**src/ptt_pkg.sv**
```systemverilog
// shared constants and types for the periodic timer table
`timescale 1ns / 1ps
`default_nettype none
package ptt_pkg;
  localparam int unsigned SlotsDef = 16;

  localparam logic [1:0] CmdEnable  = 2'd0;
  localparam logic [1:0] CmdDisable = 2'd1;
  localparam logic [1:0] CmdTick    = 2'd2;
  localparam logic [1:0] CmdUnused  = 2'd3;

  localparam logic [1:0] KindAck  = 2'd0;
  localparam logic [1:0] KindFire = 2'd1;
  localparam logic [1:0] KindDone = 2'd2;

  localparam logic [1:0] StatOk      = 2'd0;
  localparam logic [1:0] StatPresent = 2'd1;
  localparam logic [1:0] StatFull    = 2'd2;
  localparam logic [1:0] StatMissing = 2'd3;

  typedef struct packed {
    logic [15:0]        owner;
    logic [15:0]        interval;
    logic signed [16:0] repeats;
    logic [15:0]        ticks;
  } entry_t;

  typedef struct packed {
    logic load;
    logic rd;
    logic step;
    logic fin;
  } ptt_cmd_t;

  typedef struct packed {
    logic more;
    logic fire;
    logic out_free;
  } ptt_stat_t;
endpackage
`default_nettype wire

```
**src/ptt_ctrl.sv**
```systemverilog
// sequencer for the table walk
`timescale 1ns / 1ps
`default_nettype none
module ptt_ctrl (
  input  wire logic               clk_i,
  input  wire logic               rst_ni,
  input  wire logic               in_valid_i,
  input  wire logic [1:0]         in_cmd_i,
  output logic                    in_stall_o,
  input  wire ptt_pkg::ptt_stat_t stat_i,
  output ptt_pkg::ptt_cmd_t       cmd_o
);
  import ptt_pkg::*;

  localparam logic [1:0] SIdle = 2'd0;
  localparam logic [1:0] SRd   = 2'd1;
  localparam logic [1:0] SProc = 2'd2;
  localparam logic [1:0] SFin  = 2'd3;

  logic [1:0] state_q, state_d;

  assign in_stall_o = (state_q != SIdle);

  always_comb begin
    state_d = state_q;
    cmd_o   = '0;
    case (state_q)
      SIdle: begin
        if (in_valid_i) begin
          cmd_o.load = 1'b1;
          if (in_cmd_i != CmdUnused) state_d = SRd;
        end
      end
      SRd: begin
        if (stat_i.more) begin
          cmd_o.rd = 1'b1;
          state_d  = SProc;
        end else begin
          state_d = SFin;
        end
      end
      SProc: begin
        if (!stat_i.fire || stat_i.out_free) begin
          cmd_o.step = 1'b1;
          state_d    = SRd;
        end
      end
      SFin: begin
        if (stat_i.out_free) begin
          cmd_o.fin = 1'b1;
          state_d   = SIdle;
        end
      end
      default: state_d = SIdle;
    endcase
  end

  always_ff @(posedge clk_i or negedge rst_ni) begin
    if (!rst_ni) begin
      state_q <= SIdle;
    end else begin
      state_q <= state_d;
    end
  end
endmodule
`default_nettype wire

```
**src/ptt_datapath.sv**
```systemverilog
// timer table memory, walk pointers and result register
`timescale 1ns / 1ps
`default_nettype none
module ptt_datapath #(
  parameter int unsigned Slots = ptt_pkg::SlotsDef
) (
  input  wire logic               clk_i,
  input  wire logic               rst_ni,
  input  wire logic               cfg_valid_i,
  input  wire logic               cfg_data_i,
  input  wire logic [1:0]         in_cmd_i,
  input  wire logic [15:0]        in_owner_id_i,
  input  wire logic [15:0]        in_interval_i,
  input  wire logic signed [16:0] in_repeat_count_i,
  input  wire ptt_pkg::ptt_cmd_t  cmd_i,
  output ptt_pkg::ptt_stat_t      stat_o,
  output logic                    out_valid_o,
  input  wire logic               out_stall_i,
  output logic [1:0]              out_kind_o,
  output logic [15:0]             out_fired_owner_o,
  output logic [1:0]              out_status_o,
  output logic                    out_last_o
);
  import ptt_pkg::*;

  localparam int unsigned CW = $clog2(Slots + 1);
  localparam int unsigned IW = (Slots > 1) ? $clog2(Slots) : 1;
  localparam logic [CW-1:0] SlotsC = CW'(Slots);

  entry_t             mem_q [Slots];
  entry_t             rdata_q;
  logic [CW-1:0]      count_q, r_q, w_q;
  logic               run_q, runs_q, found_q;
  logic [1:0]         cmd_q;
  logic [15:0]        own_q, ival_q;
  logic signed [16:0] reps_q;

  entry_t      ne;
  logic        keep, fire, match, hit, full, append;
  logic [15:0] t1;

  always_comb begin
    match = (rdata_q.owner == own_q);
    t1    = (rdata_q.ticks != 16'hFFFF) ? rdata_q.ticks + 16'd1 : rdata_q.ticks;
    hit   = (t1 >= rdata_q.interval);
    ne    = rdata_q;
    keep  = 1'b1;
    fire  = 1'b0;
    if (cmd_q == CmdTick && runs_q) begin
      ne.ticks = t1;
      if (hit) begin
        if (rdata_q.repeats[16]) begin
          ne.ticks = '0;
          fire     = 1'b1;
        end else if (rdata_q.repeats != '0) begin
          ne.repeats = rdata_q.repeats - 17'sd1;
          ne.ticks   = '0;
          fire       = 1'b1;
        end else begin
          keep = 1'b0;
        end
      end
    end
    if (cmd_q == CmdDisable && match) keep = 1'b0;
  end

  assign full   = (count_q == SlotsC);
  assign append = (cmd_q == CmdEnable) && !found_q && !full;

  assign stat_o.more     = (r_q < count_q);
  assign stat_o.fire     = fire;
  assign stat_o.out_free = !out_valid_o || !out_stall_i;

  always_ff @(posedge clk_i) begin
    if (cmd_i.rd) rdata_q <= mem_q[r_q[IW-1:0]];
    if (cmd_i.step && keep) begin
      mem_q[w_q[IW-1:0]] <= ne;
    end else if (cmd_i.fin && append) begin
      mem_q[count_q[IW-1:0]] <= '{owner: own_q, interval: ival_q, repeats: reps_q,
                                  ticks: 16'd0};
    end
    if (cmd_i.load) begin
      cmd_q  <= in_cmd_i;
      own_q  <= in_owner_id_i;
      ival_q <= in_interval_i;
      reps_q <= in_repeat_count_i;
    end
    if (cmd_i.fin) begin
      out_last_o <= 1'b1;
      if (cmd_q == CmdTick) begin
        out_kind_o        <= KindDone;
        out_fired_owner_o <= '0;
        out_status_o      <= StatOk;
      end else begin
        out_kind_o        <= KindAck;
        out_fired_owner_o <= own_q;
        if (cmd_q == CmdEnable) begin
          out_status_o <= found_q ? StatPresent : (full ? StatFull : StatOk);
        end else begin
          out_status_o <= found_q ? StatOk : StatMissing;
        end
      end
    end else if (cmd_i.step && fire) begin
      out_last_o        <= 1'b0;
      out_kind_o        <= KindFire;
      out_fired_owner_o <= rdata_q.owner;
      out_status_o      <= StatOk;
    end
  end

  always_ff @(posedge clk_i or negedge rst_ni) begin
    if (!rst_ni) begin
      run_q       <= 1'b0;
      runs_q      <= 1'b0;
      found_q     <= 1'b0;
      count_q     <= '0;
      r_q         <= '0;
      w_q         <= '0;
      out_valid_o <= 1'b0;
    end else begin
      if (cfg_valid_i) run_q <= cfg_data_i;
      if (cmd_i.load) begin
        runs_q  <= run_q;
        found_q <= 1'b0;
        r_q     <= '0;
        w_q     <= '0;
      end
      if (cmd_i.step) begin
        r_q <= r_q + 1'b1;
        if (keep) w_q <= w_q + 1'b1;
        if (match && cmd_q != CmdTick) found_q <= 1'b1;
      end
      if (cmd_i.fin) count_q <= w_q + CW'(append);
      if (cmd_i.fin || (cmd_i.step && fire)) begin
        out_valid_o <= 1'b1;
      end else if (!out_stall_i) begin
        out_valid_o <= 1'b0;
      end
    end
  end
endmodule
`default_nettype wire

```
**src/periodic_timer_table_unit.sv**
```systemverilog
// top level of the periodic timer table
// Ordered table of up to Slots periodic timers kept in a single-port memory. Every command
// (enable, disable, tick) walks the valid entries in table order, reading each entry and
// writing back the entries it keeps, so it compacts the table as it goes; the walk waits for
// a stalled output before it emits a word. Fires are emitted in table order during a tick
// walk; the final word of each item has last set. Command code three is consumed with no
// result. The user must write the running register through the cfg port only while idle; the block does not enforce it.
`timescale 1ns / 1ps
`default_nettype none
module periodic_timer_table_unit #(
  parameter int unsigned Slots = ptt_pkg::SlotsDef
) (
  input  wire logic               clk_i,
  input  wire logic               rst_ni,
  input  wire logic               cfg_valid_i,
  output logic                    cfg_ready_o,
  input  wire logic               cfg_data_i,
  input  wire logic               in_valid_i,
  output logic                    in_stall_o,
  input  wire logic [1:0]         cmd_i,
  input  wire logic [15:0]        owner_id_i,
  input  wire logic [15:0]        interval_i,
  input  wire logic signed [16:0] repeat_count_i,
  output logic                    out_valid_o,
  input  wire logic               out_stall_i,
  output logic [1:0]              kind_o,
  output logic [15:0]             fired_owner_o,
  output logic [1:0]              status_o,
  output logic                    last_o
);
  import ptt_pkg::*;

  ptt_cmd_t  cmd;
  ptt_stat_t stat;

  assign cfg_ready_o = 1'b1;

  ptt_ctrl u_ctrl (
    .clk_i      (clk_i),
    .rst_ni     (rst_ni),
    .in_valid_i (in_valid_i),
    .in_cmd_i   (cmd_i),
    .in_stall_o (in_stall_o),
    .stat_i     (stat),
    .cmd_o      (cmd)
  );

  ptt_datapath #(.Slots(Slots)) u_dp (
    .clk_i             (clk_i),
    .rst_ni            (rst_ni),
    .cfg_valid_i       (cfg_valid_i),
    .cfg_data_i        (cfg_data_i),
    .in_cmd_i          (cmd_i),
    .in_owner_id_i     (owner_id_i),
    .in_interval_i     (interval_i),
    .in_repeat_count_i (repeat_count_i),
    .cmd_i             (cmd),
    .stat_o            (stat),
    .out_valid_o       (out_valid_o),
    .out_stall_i       (out_stall_i),
    .out_kind_o        (kind_o),
    .out_fired_owner_o (fired_owner_o),
    .out_status_o      (status_o),
    .out_last_o        (last_o)
  );
endmodule
`default_nettype wire

```
**config.mk**
```make
export PLATFORM = sky130hd
export DESIGN_NAME = periodic_timer_table_unit
export DESIGN_NICKNAME = d
export VERILOG_FILES = /design/src/ptt_pkg.sv /design/src/ptt_ctrl.sv /design/src/ptt_datapath.sv /design/src/periodic_timer_table_unit.sv
export SDC_FILE = /design/constraint.sdc
export NUM_CORES = 1
export LEC_CHECK = 0
export ABC_AREA = 1
export BUFFER_PORTS_ARGS = -buffer_cell sky130_fd_sc_hd__buf_4
export CORE_ASPECT_RATIO = 0.8
export CORE_MARGIN = 4
export CORE_UTILIZATION = 43
export CTS_BUF_LIST = sky130_fd_sc_hd__clkbuf_16
export CTS_CLUSTER_DIAMETER = 30
export DETAILED_ROUTE_END_ITERATION = 7
export SETUP_SLACK_MARGIN = 0.05
export SYNTH_ARGS = -nofsm -noshare
export SYNTH_HDL_FRONTEND = slang
export SYNTH_SLANG_ARGS = --single-unit
```
**constraint.sdc**
```tcl
create_clock -name clk_i -period 7.9 [get_ports clk_i]
set_input_delay 0.395 -clock clk_i [delete_from_list [all_inputs] [get_ports clk_i]]
set_output_delay 0.395 -clock clk_i [all_outputs]
set_load 0.01 [all_outputs]
```
==> key figures <==
Outcome
  • Outcome: completed

Placement
  • Final Wtd Congestion: 0.823
  • DP Wirelength: 71.0 mm
  • DP Worst Slack: 2700 ps
  • Port Buffer Count: 79
  • Post-Place Cells: 4987

Cells and area
  • Share of cells above drive strength 1: 14.0%
  • Final-layout fill cell count: 9093
  • Area Overhead vs Synth: 19.7%
  • Highest-count cells in the layout ignoring fill and taps: edfxtp_1 (1176), o21ai_0 (473), nand2_1 (445)
  • # nets final: 3870
  • Most common cell after layout, fill and taps aside: edfxtp_1
  • Non-filler cells, final: 5392

Logic synthesis
  • Mapped Cells: 3606
  • Main combinational cell family by area after synthesis: compound AO/OA/AOI/OAI gates
  • Synth Net Count: 3690
  • Post-synthesis compound-gate area fraction: 12.8%
  • XOR/XNOR share of the synthesized area: 0.678%
  • Yosys cell types: 45
  • Seq/Total Area, Yosys: 75.0%
  • Mapped Area: 0.0478 mm^2
  • Avg Synthesized Cell Area: 13.3 um^2
  • Synth top area cells: edfxtp_1 (74%), o21ai_0 (5.1%), nand2_1 (3.5%)
  • Synth top area share: 73.9%
  • Post-Synth Adder-Cell Area: 0.707%
  • Cell taking the most area after synthesis: edfxtp_1
  • Synth Warn #: 0
  • Post-synthesis mux area share: 0%
  • Synthesized flop and latch total: 1198
  • Synth Area in Simple Gates: 7.90%

Clocking
  • CTS Buffer Depth: 3
  • Inserted Clock Buffers: 185
  • H-tree Lvls: 4
  • Clk_lat worst skew: 800 ps
  • Setup bufs post-CTS: 0
  • Root Driver: clkbuf_16
  • Sink Count: 1198
  • CTS clock-pin slew for the worst setup and hold paths: 50 ps
  • CTS tree: yes

Timing
  • Min Clock Period, post-route: 5240 ps
  • Unrepaired setup endpoints after global routing: no
  • F_max: 0.191 GHz
  • Slew HR: 18.5%
  • Slew of the pin with the lowest slew margin: 1210 ps
  • Clk_skew: 73.2 ps
  • Tcrit/Tclk final: 66.3%
  • Final Max Tran Viols: 0
  • Final setup vio count: 0
  • Setup_tns: 0 ps
  • Final setup margin: 2660 ps
  • Final hold viol count: 0

Pwr
  • Tot Pwr: 24300 uW
  • Maximum vdd drop: 0.000255 V
  • PwrDens: 424 mW/mm^2
  • Pleak: 0.0194 uW

Global routing
  • Gr usage total: 22.2%
  • First-pass GRT wire length: 195 mm
  • Total gr overflow: 0
  • Initial antenna violation count: 3
  • Largest net degree at the start of global routing: 159
  • Vias in the first global route: 29800

Floorplanning
  • Core area: 0.110 mm^2
  • Die X-Extent: 381 um
  • Site row count: 109
  • Die height: 306 um
  • Overall die area: 0.117 mm^2
  • Top Ports: 81
  • Initial Util: 43.3%

Detailed routing
  • Metal2 WL: 57.1 mm
  • DRT Wirelength: 131 mm
  • Met1 wire length: 58.4 mm
  • WL/cell: 24.2 um
  • Drt initial violations: 3409
  • WL met3: 11.6 mm
  • Via/cell ratio: 5.72
  • Pre-Repair DR Iteration Count: 6
  • Highest routed layer: met5
  • DRT antenna net count: 0
  • Vias: 30900
  • DRC viols: 0

Critical path
  • Critical-path cell list: ha_1 > nand2_1 > nor2_1 > nand2_1 > nor2_1 > inv_2 > o21ai_0 > ha_1 > nand2_1 > inv_1 > nand2_1 > nand2_1 > nand2_1 > nand2_1 > nand2_1 > nand2_4 > nand4_2 > nand2_4 > nor2_8 > nor2_8 > nor2_4 > buf_4
  • CP Max Fanout: 47
  • CP max-delay cell: buf_4
  • Setup CP Type: flip-flop to flip-flop
  • Crit end category: flip-flop
  • Critical Path Max Stage Delay: 790 ps
  • Critical path arrival: 5630 ps
  • Cell repeated most along the worst path: nand2_1
  • Startpoint types: flip-flop
  • Critical path buffers and inverters: 3
  • Delay-heaviest family, CP: simple AND/OR/NAND/NOR gates
  • R2R Setup Slk: 2660 ps
  • WP data required: 8290 ps

Flow run
  • Maxcap violations: 0

Min path
  • Type of the worst min-delay path: input pin to asynchronous set/reset pin
==> state kept, by name, summed over array words and instances, names as in the netlist <==
register,count
u_dp.mem_q,1040
u_dp.rdata_q,33
u_dp.ne,32
u_dp.reps_q,17
u_dp.ival_q,16
u_dp.out_fired_owner_o,16
u_dp.own_q,16
u_dp.count_q,5
u_dp.r_q,5
u_dp.w_q,5
u_ctrl.state_q,2
u_dp.cmd_q,2
u_dp.out_kind_o,2
u_dp.out_status_o,2
u_dp.found_q,1
u_dp.out_last_o,1
u_dp.out_valid_o,1
u_dp.run_q,1
u_dp.runs_q,1
==> worst reg2reg max path, stage by stage (launching register included) <==
cell and delay, ps:
edfxtp_1 420, ha_1 200, nand2_1 80, nor2_1 210, nand2_1 160, nor2_1 290, inv_2 190, o21ai_0 200
ha_1 330, nand2_1 80, inv_1 40, nand2_1 50, nand2_1 40, nand2_1 50, nand2_1 100, nand2_1 160
nand2_4 200, nand4_2 160, nand2_4 120, nor2_8 180, nor2_8 130, nor2_4 620, buf_4 790
==> Yosys cell counts (all sizes together) <==
| library cell | n |
|---|---|
| edfxtp | 1176 |
| o21ai | 527 |
| nand2 | 455 |
| nor2 | 414 |
| a21oi | 289 |
| clkbuf | 142 |
| o22ai | 134 |
| o221ai | 130 |
| inv | 104 |
| buf | 82 |
| nand3 | 32 |
| xor2 | 28 |
| ha | 27 |
| dfrtp | 21 |
| nand4 | 13 |
| xnor2 | 9 |
| nor4 | 6 |
| nor3 | 5 |
| nand3b | 3 |
| or2 | 3 |
| a211oi | 1 |
| a31oi | 1 |
| clkinv | 1 |
| conb | 1 |
| dfxtp | 1 |
| o211ai | 1 |
==> cell families after synthesis <==
family	count (synthesis)
flip-flops	1198
AO/OA/AOI/OAI	1083
AND/OR/NAND/NOR	931
buffers and inverters	329
XOR/XNOR	37
adder cells (fa/ha/maj)	27
other	1
==> final cells by class <==
class                      count  area, um^2  area share [%]
timing repair buffer         217        1850            3.24
multi-input combinational   2079       10700            18.7
inverter                     105         412           0.719
clock inverter               160        1870            3.27
clock buffer                 188        4700            8.22
tap                         1443        1810            3.16
antenna                        2        5.00         0.00875
sequential                  1198       35900            62.7
==> stage by stage <==
stage | utilization, % | area, um^2 | hold slack (ps)
after floorplan | - | 47800 | 99.4
after global placement | 45.4 | 50100 | 307
after detailed placement | 45.4 | 50100 | 304
after CTS | 51.9 | 57200 | 5.61
after global routing | 51.9 | 57200 | 60.7
final | 51.9 | 57200 | 54.4
==> routing by layer <==
| metal | vias up | global-route usage (%) |
|---|---|---|
| met5 | - | 0 |
| met4 | 2 | 7.89 |
| met3 | 219 | 5.14 |
| met2 | 1349 | 32.4 |
| met1 | 15400 | 32.6 |
| li1 | 13900 | - |
==> repair_timing <==
action                    CTS  global route
hold buffers               55             0
hold endpoints to repair   75             0
resized for setup           0             0
==> path summary, 6_finish.rpt <==
kind / startpoint / end / cells past startpoint
worst min-delay path: rst_ni / u_dp.out_valid_o / 2
worst min register to register: u_dp.out_last_o / u_dp.out_last_o / 2
min in group clk_i: in_valid_i / u_ctrl.state_q[0] / 5
max in group asynchronous: rst_ni / u_dp.r_q[0] / 2
worst max-delay path: u_dp.rdata_q[0] / u_dp.mem_q[14][15] / 22
worst max register to register: u_dp.rdata_q[0] / u_dp.mem_q[14][15] / 22
==> report_power, final <==
part	switching (uW)	internal, uW
Clock	3150	5300
Sequential	476	8880
Combinational	4850	1630
Power figures use the tool's default switching activity.
